[src/rtl/skvt_pkg.sv]
`timescale 1ns / 1ps

package skvt_pkg;

    localparam int KEY_W   = 32;
    localparam int VALUE_W = 32;
    localparam int COUNT_W = 5;

    typedef logic [1:0] op_t;
    typedef logic [1:0] status_t;

    localparam op_t OP_LOOKUP = 2'd0;
    localparam op_t OP_ADD    = 2'd1;
    localparam op_t OP_REMOVE = 2'd2;

    localparam status_t ST_OK      = 2'd0;
    localparam status_t ST_MISSING = 2'd1;
    localparam status_t ST_PRESENT = 2'd2;
    localparam status_t ST_FULL    = 2'd3;

    typedef struct packed {
        logic [KEY_W-1:0]   key;
        logic [VALUE_W-1:0] value;
    } entry_t;

    typedef struct packed {
        status_t              status;
        logic [VALUE_W-1:0]   value_out;
        logic [COUNT_W-1:0]   entry_count;
    } result_t;

endpackage

[src/rtl/skvt_outbuf.sv]
`timescale 1ns / 1ps

module skvt_outbuf
(
    input  logic              clk,
    input  logic              rst_n,
    input  logic              load,
    input  skvt_pkg::result_t res_in,
    output logic              ready,
    output logic              out_valid,
    input  logic              out_stall,
    output skvt_pkg::result_t res_out
);

    logic              valid_reg;
    logic              valid_next;
    skvt_pkg::result_t res_reg;

    // free when empty or when the held result leaves this cycle
    assign ready = !valid_reg || !out_stall;

    always_comb
    begin
        valid_next = valid_reg;
        if (load)
        begin
            valid_next = 1'b1;
        end
        else if (valid_reg && !out_stall)
        begin
            valid_next = 1'b0;
        end
    end

    always_ff @(posedge clk or negedge rst_n)
    begin
        if (!rst_n)
        begin
            valid_reg <= 1'b0;
        end
        else
        begin
            valid_reg <= valid_next;
        end
    end

    always_ff @(posedge clk)
    begin
        if (load)
        begin
            res_reg <= res_in;
        end
    end

    assign out_valid = valid_reg;
    assign res_out   = res_reg;

endmodule

[src/rtl/sorted_key_value_table.sv]
`timescale 1ns / 1ps

// channel   signals                          payload
// -------   ------------------------------   ---------------------------------
// in        in_valid / in_stall (to sender)  op, key, value
// out       out_valid / out_stall (from dst) status, value_out, entry_count
//
// one request at a time: binary search, each probe a read then a compare,
// then the result is loaded into the output register once that is free
// add and remove first move one entry per cycle, between search and load
// reset empties the table at once (entry count only, no clearing pass)
// in_stall is high from acceptance until the result is loaded into the
// output register; a waiting result does not block the next request

module sorted_key_value_table
#(
    parameter int TABLE_DEPTH = 16
)
(
    input  logic        clk,
    input  logic        rst_n,
    input  logic        in_valid,
    output logic        in_stall,
    input  logic [1:0]  op,
    input  logic [31:0] key,
    input  logic [31:0] value,
    output logic        out_valid,
    input  logic        out_stall,
    output logic [1:0]  status,
    output logic [31:0] value_out,
    output logic [4:0]  entry_count
);

    localparam int AW = $clog2(TABLE_DEPTH);
    localparam int CW = $clog2(TABLE_DEPTH + 1);
    localparam logic [CW-1:0] DEPTH_C = CW'(TABLE_DEPTH);
    localparam logic [CW-1:0] ONE_C   = CW'(1);

    localparam logic [2:0] S_IDLE   = 3'd0;
    localparam logic [2:0] S_SRCH   = 3'd1;
    localparam logic [2:0] S_CMP    = 3'd2;
    localparam logic [2:0] S_SHIFT  = 3'd3;
    localparam logic [2:0] S_FINISH = 3'd4;

    logic [2:0]  state_reg, state_next;
    logic [CW-1:0] count_reg, count_next;
    logic        hit_reg, hit_next;
    logic        pend_reg, pend_next;

    skvt_pkg::op_t req_op_reg, req_op_next;
    logic [31:0]   req_key_reg, req_key_next;
    logic [31:0]   req_value_reg, req_value_next;
    logic [CW-1:0] lo_reg, lo_next;
    logic [CW-1:0] hi_reg, hi_next;
    logic [CW-1:0] mid_reg, mid_next;
    logic [CW-1:0] pos_reg, pos_next;
    logic [CW-1:0] sh_dst_reg, sh_dst_next;
    logic [AW-1:0] wa_reg, wa_next;
    logic [31:0]   hit_val_reg, hit_val_next;
    skvt_pkg::status_t res_status_reg, res_status_next;
    logic [31:0]   res_vout_reg, res_vout_next;

    // entry memory, one write and one registered read per cycle
    skvt_pkg::entry_t entry_mem [TABLE_DEPTH];
    skvt_pkg::entry_t rd_data_reg;
    logic             mem_we;
    logic [AW-1:0]    mem_wa;
    skvt_pkg::entry_t mem_wd;
    logic [AW-1:0]    mem_ra;

    logic             in_accept;
    logic             out_load;
    logic             out_ready;
    logic [CW-1:0]    mid_calc;
    logic [CW-1:0]    rd_dn;
    logic [CW-1:0]    rd_up;
    logic             is_add;
    logic             is_remove;
    skvt_pkg::result_t res_in;
    skvt_pkg::result_t res_out;

    assign in_stall  = (state_reg != S_IDLE);
    assign in_accept = in_valid && !in_stall;
    assign is_add    = (req_op_reg == skvt_pkg::OP_ADD);
    assign is_remove = (req_op_reg == skvt_pkg::OP_REMOVE);
    assign mid_calc  = lo_reg + ((hi_reg - lo_reg) >> 1);
    assign rd_dn     = sh_dst_reg - ONE_C;
    assign rd_up     = sh_dst_reg + ONE_C;

    always_comb
    begin
        state_next      = state_reg;
        count_next      = count_reg;
        hit_next        = hit_reg;
        pend_next       = 1'b0;
        req_op_next     = req_op_reg;
        req_key_next    = req_key_reg;
        req_value_next  = req_value_reg;
        lo_next         = lo_reg;
        hi_next         = hi_reg;
        mid_next        = mid_reg;
        pos_next        = pos_reg;
        sh_dst_next     = sh_dst_reg;
        wa_next         = wa_reg;
        hit_val_next    = hit_val_reg;
        res_status_next = res_status_reg;
        res_vout_next   = res_vout_reg;
        mem_we          = 1'b0;
        mem_wa          = wa_reg;
        mem_wd          = rd_data_reg;
        mem_ra          = mid_calc[AW-1:0];
        out_load        = 1'b0;

        case (state_reg)
            S_IDLE:
            begin
                if (in_accept)
                begin
                    req_op_next    = op;
                    req_key_next   = key;
                    req_value_next = value;
                    lo_next        = '0;
                    hi_next        = count_reg;
                    hit_next       = 1'b0;
                    hit_val_next   = '0;
                    state_next     = S_SRCH;
                end
            end

            S_SRCH:
            begin
                if (lo_reg < hi_reg)
                begin
                    mid_next   = mid_calc;
                    state_next = S_CMP;
                end
                else
                begin
                    pos_next        = lo_reg;
                    res_status_next = skvt_pkg::ST_OK;
                    res_vout_next   = '0;
                    if (is_add)
                    begin
                        if (hit_reg)
                        begin
                            res_status_next = skvt_pkg::ST_PRESENT;
                            state_next      = S_FINISH;
                        end
                        else if (count_reg >= DEPTH_C)
                        begin
                            res_status_next = skvt_pkg::ST_FULL;
                            state_next      = S_FINISH;
                        end
                        else
                        begin
                            sh_dst_next = count_reg;
                            state_next  = S_SHIFT;
                        end
                    end
                    else if (is_remove)
                    begin
                        if (!hit_reg)
                        begin
                            res_status_next = skvt_pkg::ST_MISSING;
                            state_next      = S_FINISH;
                        end
                        else
                        begin
                            res_vout_next = hit_val_reg;
                            sh_dst_next   = lo_reg;
                            state_next    = S_SHIFT;
                        end
                    end
                    else
                    begin
                        // lookup, and the unused op code
                        if (hit_reg)
                        begin
                            res_vout_next = hit_val_reg;
                        end
                        else
                        begin
                            res_status_next = skvt_pkg::ST_MISSING;
                        end
                        state_next = S_FINISH;
                    end
                end
            end

            S_CMP:
            begin
                // keys are unique, so a match marks the final position
                if (rd_data_reg.key == req_key_reg)
                begin
                    hit_next     = 1'b1;
                    hit_val_next = rd_data_reg.value;
                end
                if (rd_data_reg.key < req_key_reg)
                begin
                    lo_next = mid_reg + ONE_C;
                end
                else
                begin
                    hi_next = mid_reg;
                end
                state_next = S_SRCH;
            end

            S_SHIFT:
            begin
                // write of the entry read last cycle
                if (pend_reg)
                begin
                    mem_we = 1'b1;
                    mem_wa = wa_reg;
                    mem_wd = rd_data_reg;
                end
                if (is_add)
                begin
                    if (sh_dst_reg > pos_reg)
                    begin
                        mem_ra      = rd_dn[AW-1:0];
                        wa_next     = sh_dst_reg[AW-1:0];
                        pend_next   = 1'b1;
                        sh_dst_next = rd_dn;
                    end
                    else if (!pend_reg)
                    begin
                        mem_we       = 1'b1;
                        mem_wa       = pos_reg[AW-1:0];
                        mem_wd.key   = req_key_reg;
                        mem_wd.value = req_value_reg;
                        count_next   = count_reg + ONE_C;
                        state_next   = S_FINISH;
                    end
                end
                else
                begin
                    if (rd_up < count_reg)
                    begin
                        mem_ra      = rd_up[AW-1:0];
                        wa_next     = sh_dst_reg[AW-1:0];
                        pend_next   = 1'b1;
                        sh_dst_next = rd_up;
                    end
                    else if (!pend_reg)
                    begin
                        count_next = count_reg - ONE_C;
                        state_next = S_FINISH;
                    end
                end
            end

            S_FINISH:
            begin
                if (out_ready)
                begin
                    out_load   = 1'b1;
                    state_next = S_IDLE;
                end
            end

            default:
            begin
                state_next = S_IDLE;
            end
        endcase
    end

    always_ff @(posedge clk or negedge rst_n)
    begin
        if (!rst_n)
        begin
            state_reg <= S_IDLE;
            count_reg <= '0;
            hit_reg   <= 1'b0;
            pend_reg  <= 1'b0;
        end
        else
        begin
            state_reg <= state_next;
            count_reg <= count_next;
            hit_reg   <= hit_next;
            pend_reg  <= pend_next;
        end
    end

    always_ff @(posedge clk)
    begin
        req_op_reg     <= req_op_next;
        req_key_reg    <= req_key_next;
        req_value_reg  <= req_value_next;
        lo_reg         <= lo_next;
        hi_reg         <= hi_next;
        mid_reg        <= mid_next;
        pos_reg        <= pos_next;
        sh_dst_reg     <= sh_dst_next;
        wa_reg         <= wa_next;
        hit_val_reg    <= hit_val_next;
        res_status_reg <= res_status_next;
        res_vout_reg   <= res_vout_next;
    end

    always_ff @(posedge clk)
    begin
        if (mem_we)
        begin
            entry_mem[mem_wa] <= mem_wd;
        end
        rd_data_reg <= entry_mem[mem_ra];
    end

    always_comb
    begin
        res_in.status      = res_status_reg;
        res_in.value_out   = res_vout_reg;
        res_in.entry_count = skvt_pkg::COUNT_W'(count_reg);
    end

    skvt_outbuf u_outbuf
    (
        .clk       (clk),
        .rst_n     (rst_n),
        .load      (out_load),
        .res_in    (res_in),
        .ready     (out_ready),
        .out_valid (out_valid),
        .out_stall (out_stall),
        .res_out   (res_out)
    );

    assign status      = res_out.status;
    assign value_out   = res_out.value_out;
    assign entry_count = res_out.entry_count;

    a_count_bound: assert property (@(posedge clk) disable iff (!rst_n)
        count_reg <= DEPTH_C)
        else $error("entry count above table depth");

    a_count_change: assert property (@(posedge clk) disable iff (!rst_n)
        (count_reg != $past(count_reg)) |-> ($past(state_reg) == S_SHIFT))
        else $error("entry count changed outside a shift");

    a_search_window: assert property (@(posedge clk) disable iff (!rst_n)
        (state_reg == S_SRCH || state_reg == S_CMP) |-> (lo_reg <= hi_reg))
        else $error("search window inverted");

    a_out_source: assert property (@(posedge clk) disable iff (!rst_n)
        $rose(out_valid) |-> ($past(state_reg) == S_FINISH))
        else $error("result shown without a finished request");

endmodule
[config.mk]
export PLATFORM = sky130hd
export DESIGN_NAME = sorted_key_value_table
export DESIGN_NICKNAME = d
export VERILOG_FILES = /design/src/rtl/skvt_pkg.sv /design/src/rtl/skvt_outbuf.sv /design/src/rtl/sorted_key_value_table.sv
export SDC_FILE = /design/constraint.sdc
export NUM_CORES = 1
export LEC_CHECK = 0
export ABC_AREA = 1
export BUFFER_PORTS_ARGS = -buffer_cell sky130_fd_sc_hd__buf_4
export CAP_MARGIN = 20
export CELL_PAD_IN_SITES_DETAIL_PLACEMENT = 2
export CELL_PAD_IN_SITES_GLOBAL_PLACEMENT = 2
export CORE_MARGIN = 1.5
export CORE_UTILIZATION = 43
export CTS_CLUSTER_SIZE = 25
export DETAILED_ROUTE_END_ITERATION = 6
export GPL_ROUTABILITY_DRIVEN = 0
export GPL_TIMING_DRIVEN = 0
export PLACE_DENSITY_LB_ADDON = 0.08
export SETUP_SLACK_MARGIN = 0.4
export SLEW_MARGIN = 20
export SYNTH_ARGS = -nofsm -noshare
export SYNTH_HDL_FRONTEND = slang
export SYNTH_HIERARCHICAL = 1
export SYNTH_SLANG_ARGS = --single-unit
[constraint.sdc]
create_clock -name clk -period 9.63 [get_ports clk]
set_input_delay 1.4445 -clock clk [delete_from_list [all_inputs] [get_ports clk]]
set_output_delay 1.4445 -clock clk [all_outputs]
set_load 0.02 [all_outputs]
==> flow_summary_export.csv <==
group,metric,value,unit
outcome,status,"finished, final reports clean",
die,core_area,128000,um^2
worst_setup_path,arrival,5.38,ns
global_route,grt_max_degree,33,
finish,largest_reg_flops,1024,
logic_synthesis,syn_area,55500,um^2
worst_setup_path,critPathLaunch,"lo_reg[0]",
cts,cts-root-buf,"clkbuf_16",
timing,slew_violations,0,
worst_setup_path,end_kind,"flip-flop",
cts,htreeDepth,4,
drt,ant_nets,0,
logic_synthesis,ys_seq_elements,1299,
global_route,grt_remaining_overflow,0,
job,maxCapViolCount,0,
worst_setup_path,reg2reg_to,"rd_data_reg[17]",
die,row_count,131,
logic_synthesis,synth_edf_count,1224,
cts,clock_path_buffers,3,
finish,drive_above_1_share,14.0,%
timing,worst_slew_pin_slew,1.17,ns
logic_synthesis,synth_ff_type,"edfxtp_1",
min_path,min_from,"res_vout_reg[25]",
place,hpwl,137000,um
logic_synthesis,ys_seq_area_share,69.0,%
drt,wl_per_cell,27.8,um
drt,via_count,40400,
worst_setup_path,critPathSlowestCell,"clkbuf_1",
worst_setup_path,required,10.28,ns
worst_setup_path,r2r_start,"lo_reg[0]",
cts,post_cts_resized,0,
logic_synthesis,synth_cell_types,44,
drt,routed_wl,200000,um
drt,drt_first_pass_iters,5,
global_route,grt_pass1_vias,44500,
worst_setup_path,reg2reg_slack,4.90,ns
worst_setup_path,critPathMaxFanout,10,
min_path,min_to,"u_outbuf/res_out[30]",
cts,cts_buffers,147,
die,ioPinCount,111,
drt,drtIter0Drc,3245,
timing,clock_skew,0.0218,ns
die,die_w,362,um
cts,hold_buffers,0,
place,io_buffers,110,
logic_synthesis,yosysWarnings,6,
min_path,worstHoldPathType,"reg2reg",
die,start_util,43.4,%
timing,final-setup-viol-count,0,
timing,holdWs,0.418,ns
cts,cts_tree,"yes",
cts,clock_sinks,1299,
drt,viasPerCell,5.63,
cts,post-cts-setup-buffers,0,
timing,finalCritPeriodShare,49.1,%
worst_setup_path,worstSetupPathType,"reg2reg",
die,die_h,362,um
timing,setup_ws,4.90,ns
die,dieArea,131000,um^2
timing,rsz0062_at_grt,"no",
finish,area_growth,17.0,%
worst_setup_path,ff2ff_path_depth,13,
logic_synthesis,postSynthCellCount,5023,
drt,drc_errors,0,
cts,clk_pin_slew_worst_paths,0.06,ns
logic_synthesis,synth_fp_nets,5154,
place,pre_cts_ws,4.91,ns
logic_synthesis,syn_avg_cell_area,11.0,um^2
timing,hold_viol,0,
logic_synthesis,synth-async-reset-ratio,0.847,%
global_route,grt_pass1_wl,293000,um
worst_setup_path,max_stage_delay,0.91,ns
worst_setup_path,cp_cell_sequence,"ha_1, inv_1, fa_1, xor2_1, inv_1, fa_1, xnor2_1, o21a_1, clkbuf_1, buf_2, nand3_1, nand3_1, nand2_1",
finish,fin_nets,5524,
global_route,antenna_found_initial,16,
min_path,whs_path_depth,0,
cts,clock_latency,0.79,ns
worst_setup_path,start_kind,"flip-flop",
global_route,grtUsageTotal,30.5,%
timing,clock.fmax,212,MHz
timing,slew_headroom,22.2,%
timing,period_minus_slack,4.73,ns
-- cell type report --
cell class	count	area, um^2
Timing Repair Buffer	221	2400
Clock inverter	68	473
Inverter	743	2790
Antenna cell	1	2.50
Fill cell	12700	63000
Multi-Input combinational cell	2690	13100
Sequential cell	1299	38300
Buffer	291	1600
Tap cell	1662	2080
Clock buffer	197	4100
-- worst max path at each step --
stage          depth (start not counted)  slack [ns]                 to
3_3_place_gp                          11       -2.62  entry_mem[10][55]
6_report                              13        4.90    rd_data_reg[17]
4_1_cts                               13        4.87    rd_data_reg[33]
5_1_grt                               16        4.73  entry_mem[10][59]
3_5_place_dp                          13        4.91    rd_data_reg[34]
2_1_floorplan                         11        2.91   entry_mem[10][0]
-- cell usage in the layout (no fill, tap or decap), types with 5 or more instances in the layout --
cell type / instances
edfxtp_1: 1224
nand3_1: 1171
nand2_1: 1060
inv_1: 736
buf_2: 204
buf_4: 185
clkbuf_16: 156
nor2_1: 126
clkbuf_1: 65
nand3b_1: 64
dfxtp_1: 64
ha_1: 58
buf_6: 39
a21oi_2: 33
clkinv_1: 33
a21oi_1: 28
o21ai_0: 28
buf_12: 27
o21ai_2: 25
clkinv_2: 24
nor2_4: 15
buf_16: 15
xor2_1: 14
o21ai_1: 11
dfrtp_1: 11
inv_2: 7
nand4_1: 6
buf_1: 6
bufinv_16: 6
xnor2_1: 5
clkbuf_2: 5
o211ai_1: 5
-- per-stage QoR --
stage                     utilization, %  setup TNS, ns  instance area (um^2)  std cells
after floorplan                        -              0                 55500       5023
after global placement              45.7        -443.75                 58400       6795
after detailed placement            47.2              0                 60300       6905
after CTS                           50.7              0                 64900       7170
after global routing                50.8              0                 64900       7171
final                               50.8              0                 64900       7172
-- critical path: cells and delay by family (launching register included) --
kind	cells	cell delay (ns)
AO/OA/AOI/OAI	1	0.42
XOR/XNOR	2	0.63
adder cells (fa/ha/maj)	3	1.02
buffers and inverters	4	1.51
flip-flops	1	0.49
AND/OR/NAND/NOR	3	0.51
-- Yosys cell counts (4+ instances only) --
master | number | share of area, %
a21oi_1 | 61 | 0.55
buf_1 | 6 | 0.041
buf_2 | 199 | 1.8
buf_4 | 41 | 0.55
buf_6 | 11 | 0.22
clkbuf_1 | 33 | 0.22
dfrtp_1 | 11 | 0.50
dfxtp_1 | 64 | 2.3
edfxtp_1 | 1224 | 66
ha_1 | 58 | 1.3
inv_1 | 736 | 5.0
inv_2 | 7 | 0.047
nand2_1 | 1061 | 7.2
nand3_1 | 1171 | 11
nand3b_1 | 64 | 0.87
nand4_1 | 6 | 0.068
nor2_1 | 140 | 0.95
nor3_1 | 8 | 0.072
nor4_1 | 4 | 0.045
o211ai_1 | 5 | 0.068
o21ai_0 | 59 | 0.53
o21ai_1 | 4 | 0.036
xnor2_1 | 5 | 0.079
xor2_1 | 14 | 0.22
-- per-layer routing --
metal	GRT usage [%]	routed length [um]
met5	0	0
met4	12.2	7890
met3	4.07	10300
met2	52.4	98800
met1	39.0	82500
-- logic make-up (layout without fill, tap and decap cells) --
logic type / Yosys count / count (layout) / share of synthesized area [%]
other: 0 / 1 / 0
AND/OR/NAND/NOR: 2468 / 2468 / 20.0
XOR/XNOR: 19 / 19 / 0.300
AO/OA/AOI/OAI: 142 / 142 / 1.37
buffers and inverters: 1034 / 1520 / 7.89
flip-flops: 1299 / 1299 / 69.0
adder cells (fa/ha/maj): 61 / 61 / 1.42
Power is not shown: default switching activity piles up to over one toggle a cycle in this logic, so the estimate is an artifact.
